===== config.mk =====
export PLATFORM = sky130hd
export DESIGN_NAME = gsl_front
export DESIGN_NICKNAME = d
export VERILOG_FILES = /design/src/hw/rtl/assert_macros.svh /design/src/hw/rtl/gsl_front.sv
export SDC_FILE = /design/constraint.sdc
export NUM_CORES = 1
export LEC_CHECK = 0
export BUFFER_PORTS_ARGS = -buffer_cell sky130_fd_sc_hd__buf_2
export CORE_UTILIZATION = 50
export DETAILED_ROUTE_END_ITERATION = 8
export PLACE_DENSITY = 0.75
export SLEW_MARGIN = 20
export SYNTH_ARGS = -nofsm -noshare
export SYNTH_HDL_FRONTEND = slang
export SYNTH_SLANG_ARGS = --single-unit
export TNS_END_PERCENT = 1

===== constraint.sdc =====
create_clock -name clk -period 3.8 [get_ports clk]
set_input_delay 0.38 -clock clk [delete_from_list [all_inputs] [get_ports clk]]
set_output_delay 0.38 -clock clk [all_outputs]
set_load 0.01 [all_outputs]

===== src/hw/rtl/assert_macros.svh =====
// Assertion macros for the linearizer RTL, used by gsl_back.
// Expects clk and arst_n in the scope of use.
`ifndef ASSERT_MACROS_SVH
`define ASSERT_MACROS_SVH
`define GSL_ASSERT_IMP(lbl, pre, post) \
	lbl: assert property (@(posedge clk) disable iff (!arst_n) (pre) |-> (post)) \
		else $error("gsl assertion failed");
`define GSL_ASSERT_NEXT(lbl, pre, post) \
	lbl: assert property (@(posedge clk) disable iff (!arst_n) (pre) |=> (post)) \
		else $error("gsl assertion failed");
`endif


===== src/hw/rtl/gsl_front.sv =====
// Front end: sums accepted samples and emits one word per finished average.
// Does not use gsl_pkg; feeds gsl_fifo.
`timescale 1ns / 1ps
module gsl_front #(
	parameter int ADC_BITS    = 12,
	parameter int MAX_SAMPLES = 255,
	parameter int SUM_W       = 20
) (
	input  logic                clk,
	input  logic                arst_n,
	input  logic                accept,
	input  logic [ADC_BITS-1:0] raw_sample,
	input  logic [7:0]          sample_count,
	output logic                enq,
	output logic [SUM_W+7:0]    enq_data
);
	logic [SUM_W-1:0] sum_q;
	logic [7:0]       idx_q;
	logic [7:0]       n_lim;
	logic [7:0]       idx_inc;
	logic [SUM_W-1:0] sum_nx;
	logic             done;

	always_comb begin
		n_lim = (sample_count == 8'd0) ? 8'd1 : sample_count;
		if (n_lim > 8'(MAX_SAMPLES)) begin
			n_lim = 8'(MAX_SAMPLES);
		end
		idx_inc = idx_q + 8'd1;
		if (idx_inc == 8'd0) begin
			idx_inc = 8'd1;
		end
		sum_nx = sum_q + SUM_W'(raw_sample);
		done   = idx_inc >= n_lim;
	end

	assign enq      = accept && done;
	assign enq_data = {sum_nx, idx_inc};

	always_ff @(posedge clk or negedge arst_n) begin
		if (!arst_n) begin
			sum_q <= '0;
			idx_q <= '0;
		end else if (accept) begin
			if (done) begin
				sum_q <= '0;
				idx_q <= '0;
			end else begin
				sum_q <= sum_nx;
				idx_q <= idx_inc;
			end
		end
	end
endmodule


Yosys cells after proc, flatten, opt, wreduce, memory -nomap -nowiden

Cells that the tools add are included.

Reductions and logical operators: 3
Add/sub/neg operators: 2
Multiplexer cells: 5
Order comparisons: 2

Operators by type and width:

| kind                | number |
|---|---|
| $mux 8              | 4 |
| $add 20x12->20      | 1 |
| $mux 20             | 1 |
| $logic_not 8->1     | 2 |
| $add 8x1->8 const B | 1 |
| $ge 8x8->1          | 1 |
| $gt 8x8->1 const B  | 1 |
| $logic_and 1x1->1   | 1 |

Bits of input ports: 23
Output and inout port bits: 29
Register bits: 28
Word-level logic and storage cells: 14

Depth between registers and ports, before layout

Depth in word-level cells: 6
Mapped depth: 14
Gate-level depth less buffers: 13

Least setup slack after synthesis

OpenSTA, ideal clock, no wires.

Path type: register to register
From: register idx_q[0]
To: register sum_q[19]
Library setup time: 0.069 ns
Setup slack: 0.386 ns
Buffers on the path: 1
Arrival: 3.345 ns
Clock period less this slack: 3.414 ns
Data required time: 3.731 ns
Stages on the path, launching flop included: 15
Cells stage by stage: dfrtp_1 ha_1 nand3_1 xnor2_1 or3_1 o41ai_2 inv_1 ha_1 nor3b_1 o21a_1 o21a_1 clkbuf_1 nand2_1 or3_1 nand3_1

Cells in the longest elaborated chain, start to end: 5

Ends and longest elaborated chain:

| what                     | line            | source |
|---|---|---|
| start: declaration       | gsl_front.sv:18 | `logic [7:0] idx_q;` |
| start signal: assignment | gsl_front.sv:50 | `idx_q <= idx_inc;` |
| $add 8x1->8 *            | gsl_front.sv:29 | `idx_inc = idx_q + 8'd1;` |
| $logic_not 8->1          | gsl_front.sv:30 | `if (idx_inc == 8'd0) begin` |
| $mux 8 *                 | gsl_front.sv:30 |  |
| named net enq_data[4]    | gsl_front.sv:15 | `output logic [SUM_W+7:0] enq_data` |
| $ge 8x8->1 *             | gsl_front.sv:34 | `done = idx_inc >= n_lim;` |
| $mux 20 *                | gsl_front.sv:45 | `if (done) begin` |
| end signal: assignment   | gsl_front.sv:49 | `sum_q <= sum_nx;` |
| end: declaration         | gsl_front.sv:17 | `logic [SUM_W-1:0] sum_q;` |

Mark *: on every way through the listed nets, which the timed path passes. The rest lies on a longest branch.
A chain may end at the register's enable or synchronous reset.

Worst setup path in the final report

From: register idx_q[0]
To: output enq

Cells in the longest elaborated chain, start to end: 5

Ends and longest elaborated chain:

| what                | line            | source |
|---|---|---|
| $add 8x1->8 *       | gsl_front.sv:29 |  |
| $logic_not 8->1     | gsl_front.sv:30 |  |
| $mux 8 *            | gsl_front.sv:30 |  |
| $ge 8x8->1 *        | gsl_front.sv:34 |  |
| $logic_and 1x1->1 * | gsl_front.sv:37 | `assign enq = accept && done;` |
| end: declaration    | gsl_front.sv:14 | `output logic enq,` |

Every way passes the cells marked *; elsewhere a longest branch is shown, timed or not.

==> results.md <==
- Outcome: finished, violations left
- Violated checks: design-rule violations
- Final setup TNS: 0 ps
- DRT Wirelength: 5050 um
- Iter 0 DRT Violations: 102
- CTS Sinks: 28
- Final instance area: 2700 um^2
- Clk slew on worst S/H paths: 100 ps
- Worst vdd ir: 425 uV
- # setup viols final: 0
- Async SR Flop Fraction: 100%
- CP endpoint kind: output pin
- Sw power: 1.01 mW
- YS warnings: 0
- Register area: 701 um^2
- EDFF count, synth: 0
- Worst R2R End: sum_q[19]
- GRT overflow: 0
- Top post-synthesis cells by area: dfrtp_1 (30%), ha_1 (11%), xnor2_1 (7.1%)
- Synth Cell Area: 2350 um^2
- Worst r2r src: idx_q[0]
- Worst setup path class: register to output pin
- First-pass GRT wire length: 8140 um
- Post-layout util: 60.8%
- Gate Count Post-Synth: 271
- Leakage: 1.29 nW
- Fin nets: 363
- Vias in the first global route: 1839
- DRC viols: 7
- GRT Util Overall: 20.1%
- RePlAce Congestion: 0.804
- Vias per inst: 5.61
- Yosys top cell area share: 29.8%
- CTS tree: done
- Clock network fraction of total power: 8.8%
- Ys flop type: dfrtp_1
- Area taken by multi-input logic gates: 1520 um^2
- CTS Root Cell: clkbuf_8
- Tightest Hold Check Type: input pin to asynchronous set/reset pin
- WP data required: 3420 ps
- Initial Utilization: 53.0%
- Max-cap violations: 0
- Final Hold Fails: 0
- Vias: 2071
- Hold WS: 106 ps
- I/O pin count: 52
- Combinational power share: 66.6%
- Crit start category: register
- Cell Pwr Density: 793 nW/um^2
- Sw Share: 47.1%
- Post-route minimum period: 3490 ps
- Syn-to-layout area delta: 14.7%
- Syn_nets: 316
- Final max-slew violation count: 0
- Max Clk Rate: 286 MHz
- Critical path peak fanout: 6
- Clock latency on the worst-skew pair: 280 ps
- Number of buffers created by CTS: 3
- Post-place setup slack: 402 ps
- Worst Skew: 1.66 ps
- Worst R2R Path Depth: 13
- # rows: 24
- Number of diodes: 0
- Yosys cell types: 47
- Tcrit/Tclk final: 91.9%
- DR pass1 iterations: 6
- Avg Synthesized Cell Area: 8.68 um^2
- DR WL/cell: 13.7 um
- Die area: 4990 um^2
- Pint: 1.13 mW
- PortBufs: 51
- CTS max path bufs: 2
- Part of the Yosys area used for sequential elements: 29.8%
- Core ar.: 4440 um^2
- Largest net degree at the start of global routing: 50
- Die Y: 70.6 um
- Post-route ant nets: 0
- Filler instances: 432
- Worst Max-Slew Pin Slew: 814 ps
- Cell taking the most area after synthesis: dfrtp_1
- R2R setup slack: 470 ps
- CTS H-tree depth: 1
- Unrepaired setup endpoints after global routing: false
- FF+latch count, synth: 28
- Area after DPL: 2640 um^2
- Max-slew headroom: 45.7%
- Initial antenna violation count: 0
- Share of cells above drive strength 1: 22.1%
- Post-route setup slack: 307 ps
- CP Data Arrival Time: 3110 ps
- DP HPWL: 3730 um
- Die X-Extent: 70.6 um
- Sequential Power Share: 24.6%
[worst max path at each step]
stage,from,end,slack (ps),depth (start not counted)
2_1_floorplan,idx_q[0],sum_q[19],390,14
3_5_place_dp,idx_q[0],enq,400,12
4_1_cts,idx_q[0],enq,70,12
5_1_grt,idx_q[0],enq,80,12
6_report,idx_q[0],enq,310,12
3_3_place_gp,idx_q[0],enq,500,12
[through the flow]
step	power, mW	instances
after floorplan	1.54	271
after global placement	1.91	365
after detailed placement	1.94	365
final	2.14	369
after CTS	2.15	369
after global routing	2.32	369
[synthesized netlist by cell type (all sizes together), types with 4 or more instances]
master	n
a21o	5
a21oi	10
a311o	4
a31o	6
clkbuf	7
dfrtp	28
ha	21
inv	26
nand2	15
nand3	20
nor2	13
nor2b	14
nor3	12
o21a	4
o21ai	27
xnor2	19
xor2	5
[power by group through the flow]
stage	logic (mW)	registers, mW	clock network, mW
6_report	1.43	0.526	0.189
5_1_grt	1.57	0.541	0.208
4_1_cts	1.43	0.525	0.196
3_5_place_dp	1.41	0.532	0
3_3_place_gp	1.39	0.524	0
2_1_floorplan	1.05	0.499	0
[cell usage in the layout, fill, tap and decap left out, types with 11 or more instances in the layout]
cell	Yosys	routed
ha_1	21	21
o21ai_1	21	21
dfrtp_1	28	28
nand3_1	18	18
nand2_1	15	15
nor3_1	11	11
buf_2	2	51
nor2_1	13	13
nor2b_1	14	14
inv_1	26	26
xnor2_1	19	19
[cell type report]
type	instances	area share (%)
Multi-Input combinational cell	207	56.3
Sequential cell	28	25.9
Timing Repair Buffer	52	9.73
Inverter	26	3.61
Tap cell	52	2.41
Clock buffer	4	2.04
[state kept, by name (all words and copies together), names as in the netlist]
register,cells
idx_q,8
sum_q,20
[timing repair]
action | in CTS | in global routing
setup endpoints to repair | 0 | 1
setup buffers | 0 | 0
hold buffers | 0 | 0
gates resized for setup | 0 | 2
[routing by layer]
metal | global-route usage, % | wire, um
met1 | 26.6 | 2420
met2 | 35.3 | 2420
met5 | 0 | 0
met4 | 3.33 | 22
met3 | 3.42 | 189
[worst max-delay path: stages, from the launching register on]
cell	delay, ps
dfrtp_1	440
ha_1	300
nand3_1	120
xnor2_1	190
or3_1	370
o41ai_2	280
inv_1	80
ha_1	290
nor3b_1	180
o21a_1	190
o21ai_2	100
and2_1	160
buf_2	130
[kinds of logic after synthesis]
logic type | after synthesis | share of synthesized area (%)
AO/OA/AOI/OAI | 69 | 21.4
XOR/XNOR | 24 | 8.93
adder cells (fa/ha/maj) | 22 | 12.0
buffers and inverters | 36 | 5.85
flip-flops | 28 | 29.8
AND/OR/NAND/NOR | 92 | 22.1
(Power assumes the default switching activity.)
