File: config.mk
export PLATFORM = sky130hd
export DESIGN_NAME = gsl_div
export DESIGN_NICKNAME = d
export VERILOG_FILES = /design/src/hw/rtl/assert_macros.svh /design/src/hw/rtl/gsl_pkg.sv /design/src/hw/rtl/gsl_div.sv
export SDC_FILE = /design/constraint.sdc
export NUM_CORES = 1
export LEC_CHECK = 0
export ABC_AREA = 1
export BUFFER_PORTS_ARGS = -buffer_cell sky130_fd_sc_hd__buf_4
export CAP_MARGIN = 20
export CORE_AREA = 8 8 193 195
export CTS_CLUSTER_SIZE = 12
export DETAILED_ROUTE_END_ITERATION = 10
export DIE_AREA = 0 0 201 203
export PLACE_DENSITY = 0.59
export SETUP_SLACK_MARGIN = 0.1
export SLEW_MARGIN = 10
export SYNTH_ARGS = -nofsm -noshare
export SYNTH_HDL_FRONTEND = slang
export SYNTH_SLANG_ARGS = --single-unit
export TNS_END_PERCENT = 20
File: constraint.sdc
create_clock -name clk -period 4.1 [get_ports clk]
set_input_delay 0.205 -clock clk [delete_from_list [all_inputs] [get_ports clk]]
set_output_delay 0.205 -clock clk [all_outputs]
set_load 0.02 [all_outputs]
File: src/hw/rtl/assert_macros.svh
// Assertion macros for the linearizer RTL, used by gsl_back.
// Expects clk and arst_n in the scope of use.
`ifndef ASSERT_MACROS_SVH
`define ASSERT_MACROS_SVH
`define GSL_ASSERT_IMP(lbl, pre, post) \
	lbl: assert property (@(posedge clk) disable iff (!arst_n) (pre) |-> (post)) \
		else $error("gsl assertion failed");
`define GSL_ASSERT_NEXT(lbl, pre, post) \
	lbl: assert property (@(posedge clk) disable iff (!arst_n) (pre) |=> (post)) \
		else $error("gsl assertion failed");
`endif

File: src/hw/rtl/gsl_pkg.sv
// Package for the gas sensor ppm linearizer: register codes, config and divider types,
// and the constant functions behind the exp2 factor table. No dependencies.
`timescale 1ns / 1ps
package gsl_pkg;
	localparam int DIV_W      = 64;
	localparam int EXP_Q      = 30;
	localparam int CFG_IDX_W  = 3;
	localparam int CFG_DATA_W = 24;

	localparam logic [CFG_IDX_W-1:0] REG_SAMPLE_COUNT = 3'd0;
	localparam logic [CFG_IDX_W-1:0] REG_ADC_REF      = 3'd1;
	localparam logic [CFG_IDX_W-1:0] REG_DIV_RATIO    = 3'd2;
	localparam logic [CFG_IDX_W-1:0] REG_SUPPLY       = 3'd3;
	localparam logic [CFG_IDX_W-1:0] REG_LOAD_RES     = 3'd4;
	localparam logic [CFG_IDX_W-1:0] REG_CLEAN_RATIO  = 3'd5;
	localparam logic [CFG_IDX_W-1:0] REG_CURVE_SCALE  = 3'd6;
	localparam logic [CFG_IDX_W-1:0] REG_CURVE_EXP    = 3'd7;

	localparam logic [7:0]  RST_SAMPLE_COUNT = 8'd10;
	localparam logic [12:0] RST_ADC_REF      = 13'd3300;
	localparam logic [15:0] RST_DIV_RATIO    = 16'd4096;
	localparam logic [13:0] RST_SUPPLY       = 14'd5000;
	localparam logic [19:0] RST_LOAD_RES     = 20'd10000;
	localparam logic [15:0] RST_CLEAN_RATIO  = 16'd1126;
	localparam logic [23:0] RST_CURVE_SCALE  = 24'd582943;
	localparam logic [19:0] RST_CURVE_EXP    = 20'd102883;

	typedef struct packed {
		logic [7:0]  sample_count;
		logic [12:0] adc_ref_mv;
		logic [15:0] divider_ratio_q12;
		logic [13:0] supply_mv;
		logic [19:0] load_res_ohm;
		logic [15:0] clean_air_ratio_q8;
		logic [23:0] curve_scale_q16;
		logic [19:0] curve_exponent_q16;
	} gsl_cfg_t;

	typedef struct packed {
		logic             start;
		logic [DIV_W-1:0] dividend;
		logic [DIV_W-1:0] divisor;
	} gsl_div_req_t;

	typedef struct packed {
		logic             busy;
		logic             done;
		logic [DIV_W-1:0] quot;
	} gsl_div_rsp_t;

	function automatic logic [63:0] isqrt64(input logic [63:0] v);
		logic [63:0] rem;
		logic [63:0] r;
		logic [63:0] b;
		rem = v;
		r   = '0;
		b   = 64'h4000_0000_0000_0000;
		for (int k = 0; k < 32; k++) begin
			if (rem >= r + b) begin
				rem = rem - (r + b);
				r   = (r >> 1) + b;
			end else begin
				r = r >> 1;
			end
			b = b >> 2;
		end
		return r;
	endfunction

	function automatic logic [31:0] exp2_factor(input int j);
		logic [63:0] s;
		s = 64'd2 << EXP_Q;
		for (int k = 0; k < j; k++) begin
			s = isqrt64(s << EXP_Q);
		end
		return s[31:0];
	endfunction
endpackage

File: src/hw/rtl/gsl_div.sv
// Shared restoring divider, one quotient bit per cycle.
// Depends on gsl_pkg for the request and response types.
`timescale 1ns / 1ps
module gsl_div (
	input  logic                  clk,
	input  logic                  arst_n,
	input  gsl_pkg::gsl_div_req_t req,
	output gsl_pkg::gsl_div_rsp_t rsp
);
	import gsl_pkg::*;

	localparam int CNT_W = $clog2(DIV_W + 1);

	logic [DIV_W-1:0] q_q;
	logic [DIV_W-1:0] d_q;
	logic [DIV_W:0]   r_q;
	logic [CNT_W-1:0] cnt_q;
	logic             busy_q;
	logic             done_q;
	logic [DIV_W:0]   r_sh;
	logic             ge;

	assign r_sh = {r_q[DIV_W-1:0], q_q[DIV_W-1]};
	assign ge   = r_sh >= {1'b0, d_q};

	assign rsp.busy = busy_q;
	assign rsp.done = done_q;
	assign rsp.quot = q_q;

	always_ff @(posedge clk) begin
		if (req.start) begin
			q_q <= req.dividend;
			d_q <= req.divisor;
			r_q <= '0;
		end else if (busy_q) begin
			q_q <= {q_q[DIV_W-2:0], ge};
			r_q <= ge ? (r_sh - {1'b0, d_q}) : r_sh;
		end
	end

	always_ff @(posedge clk or negedge arst_n) begin
		if (!arst_n) begin
			busy_q <= 1'b0;
			done_q <= 1'b0;
			cnt_q  <= '0;
		end else begin
			done_q <= 1'b0;
			if (req.start) begin
				busy_q <= 1'b1;
				cnt_q  <= CNT_W'(DIV_W);
			end else if (busy_q) begin
				cnt_q <= cnt_q - CNT_W'(1);
				if (cnt_q == CNT_W'(1)) begin
					busy_q <= 1'b0;
					done_q <= 1'b1;
				end
			end
		end
	end
endmodule

## Word level (Yosys, flattened, before mapping)

Index checks and enable logic that the tools add are counted.

| storage, ports and cells | value |
|---|---|
| output and inout bits | 66 |
| register bits | 201 |
| bits of input ports | 131 |

| operators by class | value |
|---|---|
| reductions and logical operators | 1 |
| multiplexer cells | 11 |
| eq/ne operators | 1 |
| add/subtract/negate cells | 2 |
| magnitude comparators | 1 |

Operator list:

| operator | number |
|---|---|
| 64-bit two-way mux | 3 |
| 65-bit by 64-bit >= comparator with 1-bit output | 1 |
| 64-bit subtractor | 1 |
| 7-bit two-way mux | 2 |
| 7-bit by 1-bit equality test with 1-bit output, second input constant | 1 |
| 7-bit by 1-bit subtractor with 7-bit output, second input constant | 1 |
| 1-bit two-way mux | 6 |
| 2-bit nonzero test | 1 |

## Logic depth before layout (Yosys ltp)

| logic depth | value |
|---|---|
| depth in word-level cells | 4 |
| mapped depth | 19 |
| mapped depth without buffers | 18 |

## Worst setup path after synthesis

No wires, ideal clock.

| timing | value |
|---|---|
| path kind | register -> register |
| start point | register busy_q |
| end point | register q_q[0], enable pin |
| stages on the path, launching flop included | 4 |
| slack | 1.160 ns |
| setup time | 0.454 ns |
| period minus slack after synthesis | 2.940 ns |
| data required time | 3.646 ns |
| data arrival time | 2.485 ns |
| buffers on the path | 1 |
| cells stage by stage | dfrtp_1 -> nor2_1 -> inv_1 -> clkbuf_1 |

| between the ends | value |
|---|---|
| word-level cells in the longest chain between the ends | 1 |

RTL lines:

| element | line | RTL |
|---|---|---|
| from (decl) | gsl_div.sv:18 | `logic busy_q;` |
| from (signal assigned) | gsl_div.sv:43 | `busy_q <= 1'b0;` |
| from (signal assigned) | gsl_div.sv:49 | `busy_q <= 1'b1;` |
| from (signal assigned) | gsl_div.sv:54 | `busy_q <= 1'b0;` |
| 2-bit nonzero test (no line) | -- |  |
| to (signal assigned) | gsl_div.sv:32 | `q_q <= req.dividend;` |
| to (signal assigned) | gsl_div.sv:36 | `q_q <= {q_q[DIV_W-2:0], ge};` |
| to (decl) | gsl_div.sv:14 | `logic [DIV_W-1:0] q_q;` |

No other way between the ends.
A chain may end at the register's enable or synchronous reset.

## Worst setup path in the final report

| timing | value |
|---|---|
| start point | register d_q[1] |
| end point | register r_q[21] |

| between the ends | value |
|---|---|
| word-level cells in the longest chain between the ends | 2 |
| elaborated cells between the ends (all ways) | 3 |

RTL lines:

| element | line | RTL |
|---|---|---|
| from (decl) | gsl_div.sv:15 | `logic [DIV_W-1:0] d_q;` |
| from (signal assigned) | gsl_div.sv:33 | `d_q <= req.divisor;` |
| 64-bit subtractor / 65-bit by 64-bit >= comparator with 1-bit output (equally long branches) | gsl_div.sv:37, gsl_div.sv:24 |  |
| 64-bit two-way mux (*) | gsl_div.sv:37 | `r_q <= ge ? (r_sh - {1'b0, d_q}) : r_sh;` |
| to (signal assigned) | gsl_div.sv:37 |  |
| to (decl) | gsl_div.sv:16 | `logic [DIV_W:0] r_q;` |

Mark *: on every way between the ends. The rest lies on a longest branch, timed or not.

==> impl_results.md <==
* Status: complete, no violations
* Delay of the slowest critical-path stage at ~0.63 ns
* Yosys top cell by area: sky130_fd_sc_hd__edfxtp_1
* Setup violations, final at 0
* Most used cell along the critical path: sky130_fd_sc_hd__nand2_2
* Final Max Slew Viols at 0
* TritonCTS clock tree: done
* GRT Resource Usage Total at 23.13%
* Number of buffers inserted during clock tree synthesis at 24
* H-tree levels at 1
* Top cell type's share of synthesized area at 26.59%
* Part of the power in combinational logic at 17.7%
* Final critical-path share of the clock period at around 73%
* Number of clock sinks at between 200 and 250
* Clock tree root driver cell: sky130_fd_sc_hd__clkbuf_16
* Number of nets produced by synthesis at 2385
* Startpoint-to-endpoint class of the critical path: flip-flop to flip-flop
* Wire length of the first global-routing pass at about 77000 um
* Placeable core area at 34120 um2
* Leading cell type in the layout, fill and taps excluded: sky130_fd_sc_hd__nand2_1
* Critical-path cell with the highest stage delay: sky130_fd_sc_hd__buf_4
* Internal power consumption at 3.902 mW
* GRT overflow at 0
* Post-synthesis instance area at 14460 um2
* Post-route insts no fill at 2972
* Placer Congestion at 0.9671
* Starting density of the core at between 40% and 50%
* Arrival time of the worst setup path at between 3 and 4 ns
* Endpoint type of the worst setup path: flip-flop
* Top_reg_cell synth: sky130_fd_sc_hd__edfxtp_1
* Detailed placement HPWL at 36670 um
* Minimum period implied by the final worst setup slack at approximately 3 ns
* GRT Max-Usage Layer: met2
* Register area share after synthesis at 37.01%
* Number of top-level pins at 197
* Cells along the critical path: inv_1, ha_1, nand2_1, nor2_1, nand3_1, nand3_2, nand2_1, nand2_2, nand2_2, nand2_2, nand2_2, buf_4, nand3_1, nand3_1, o21ai_1
* Most frequent cells in the layout: sky130_fd_sc_hd__nand2_1, sky130_fd_sc_hd__inv_1, sky130_fd_sc_hd__buf_4
* Net Sw Power at 1.502 mW
* Dominant cells by area after synthesis: sky130_fd_sc_hd__edfxtp_1, sky130_fd_sc_hd__nand2_1, sky130_fd_sc_hd__inv_1
* VDD IR max at 0.3215 mV
* Setup repair bufs after CTS at 0
* Classification of the worst-slack hold path: input pin to asynchronous set/reset pin
* Aggregate routed wire length at between 40000 and 50000 um
* Area of the die at 40800 um2
* Worst clock skew at 0.01817 ns
* NumNets Final at 2697
* RSZ-0062 raised after global routing: no
* Static leakage power at about 10 nW
* Average wire per cell in the routed design at approximately 16 um
* Sequential group share of total power at 44.2%
* PwrDens at 293.7 nW/um2
* ANT nets after route at 0
* Final-layout setup total negative slack at 0 ns
* Clock latency of the later-clocked register in the worst-skew pair at 0.55 ns
* Total placed cells including tap cells at around 2800
* Number of different library cells in the post-synthesis netlist at 36
* Largest net degree at the start of global routing at 95
* Clock-pin transition on the worst setup and hold timing paths at 0.06 ns
* Total of buffers placed on input and output ports at 196
* Required time reported for the critical path endpoint at 4.52 ns
* Element type at the critical path start: flip-flop
* Met1 layer usage reported by global route at 30.97%
* Finished Core Util at about 54%
* Detailed router's first-iteration violation count at 888
* Synthesis-to-layout area growth at 27.27%
* Max_cap viols at 0
* Largest buffer count on any clock path at 3
* F_max at 0.3346 GHz
* Instance count of the mapped netlist at 2187
* Part of the power in the clock network at 38.1%
* Via count of the first global-routing pass at about 14000
* Tightest slew margin relative to the limit at approximately two fifths
* DRC at 0
* Antenna violations before repair at 0
* Slew of the pin with the lowest slew margin at 0.9133 ns
* Average cell area after synthesis at 6.610 um2
* Fin. Hold Viols at 0
* Share of cells above drive strength 1 at 12.75%
* Iteration count of the initial detailed-routing pass at 5
* Placement Rows at 68
* Post-synth EDFFs at 128
* Die width at 201 um
* Met3 layer usage reported by global route at 5.037%
* Number of vias per cell at 4.740
* Yosys reg bits at 201
* Critical-path maximum fanout at 65
* Met2 usage at 38.05%
* Detailed-route via count at 14090
* Switching share of total power at roughly 28%
* Share of async-settable or async-resettable flops after synthesis at about 4.5%
* Final antenna diode count at 0
* Die height at a little over 200 um
* Total of warnings raised by yosys at 0
layer usage:
layer / vias to the layer above / wire length [um]
met5: - / 0
met4: 0 / 906
met3: 45 / 3236
met2: 398 / 21230
met1: 6328 / 22230
li1: 7317 / -
flip-flops by register name (all words and copies together) (netlist names):
| register | count |
|---|---|
| cnt_q | 7 |
| d_q | 64 |
| q_q | 64 |
| r_q | 64 |
| busy_q | 1 |
| done_q | 1 |
cells in the mapped netlist (all sizes together), types with 2 or more instances:
master / instances
and2: 3
nand3: 155
edfxtp: 128
ha: 66
nor4: 2
nand4: 17
inv: 442
xor2: 2
o21bai: 10
a21oi: 58
o21ai: 45
nor2: 141
dfrtp: 9
xnor2: 29
clkbuf: 24
buf: 26
nand2: 917
dfxtp: 64
nand3b: 36
nor3: 8
path summary, 6_finish.rpt:
path | startpoint | end | slack, ns | depth (start not counted)
worst max-delay path | d_q[1] | r_q[21] | 1.11 | 15
worst min-delay path | arst_n | cnt_q[0] | 0.03 | 2
worst max register to register | d_q[1] | r_q[21] | 1.11 | 15
worst min register to register | r_q[40] | r_q[40] | 0.47 | 2
max in group asynchronous | arst_n | done_q | 3.93 | 2
min in group clk | req[128] | d_q[25] | 0.16 | 1
critical path: cells and delay by family, from the launching register on:
kind                     cells  cell delay (ns)
buffers and inverters        2             0.69
AND/OR/NAND/NOR             11             1.27
AO/OA/AOI/OAI                1             0.07
adder cells (fa/ha/maj)      1             0.30
flip-flops                   1             0.39
cell families after synthesis:
family                     share of synthesized area (%)
and+or+nand+nor                                    37.45
buffers and inverters                              13.59
DFF                                                37.01
AOI/OAI and AO/OA                                  4.224
adders and majority gates                          5.851
xor gates and xnor gates                           1.878
power by group through the flow:
stage,logic (mW),clock network [mW],registers [mW]
finish,0.957,2.06,2.39
global route,1.06,2.21,2.40
CTS,0.953,2.12,2.39
detailed placement,0.851,0,2.42
global placement,0.841,0,2.42
floorplan,0.410,0,2.50
what timing repair did:
| item | CTS | global route |
|---|---|---|
| endpoints found under the hold margin | 137 | 0 |
| resized for setup | 0 | 0 |
| endpoints found under the setup margin | 0 | 0 |
| hold buffers | 129 | 0 |
through the flow:
step	power [mW]	hold slack, ns	worst slack (ns)	cell area [um2]
6_report	5.404	0.03036	1.112	18400
5_1_grt	5.667	0.01821	0.8921	18400
4_1_cts	5.459	0.01121	1.158	18370
3_5_place_dp	3.274	0.04140	1.141	16320
3_3_place_gp	3.263	0.03883	1.243	16300
2_1_floorplan	2.906	-0.09059	1.160	14460
cell type report:
class,count,area [um2]
fillers,3395,15720
multi-input cells,1493,7152
flip-flops and latches,201,5350
repair buffers,336,2903
inverters,443,1664
clock buffers,32,640.6
well taps,455,569.3
clock inverters,12,120.1
(Power assumes the default switching activity.)
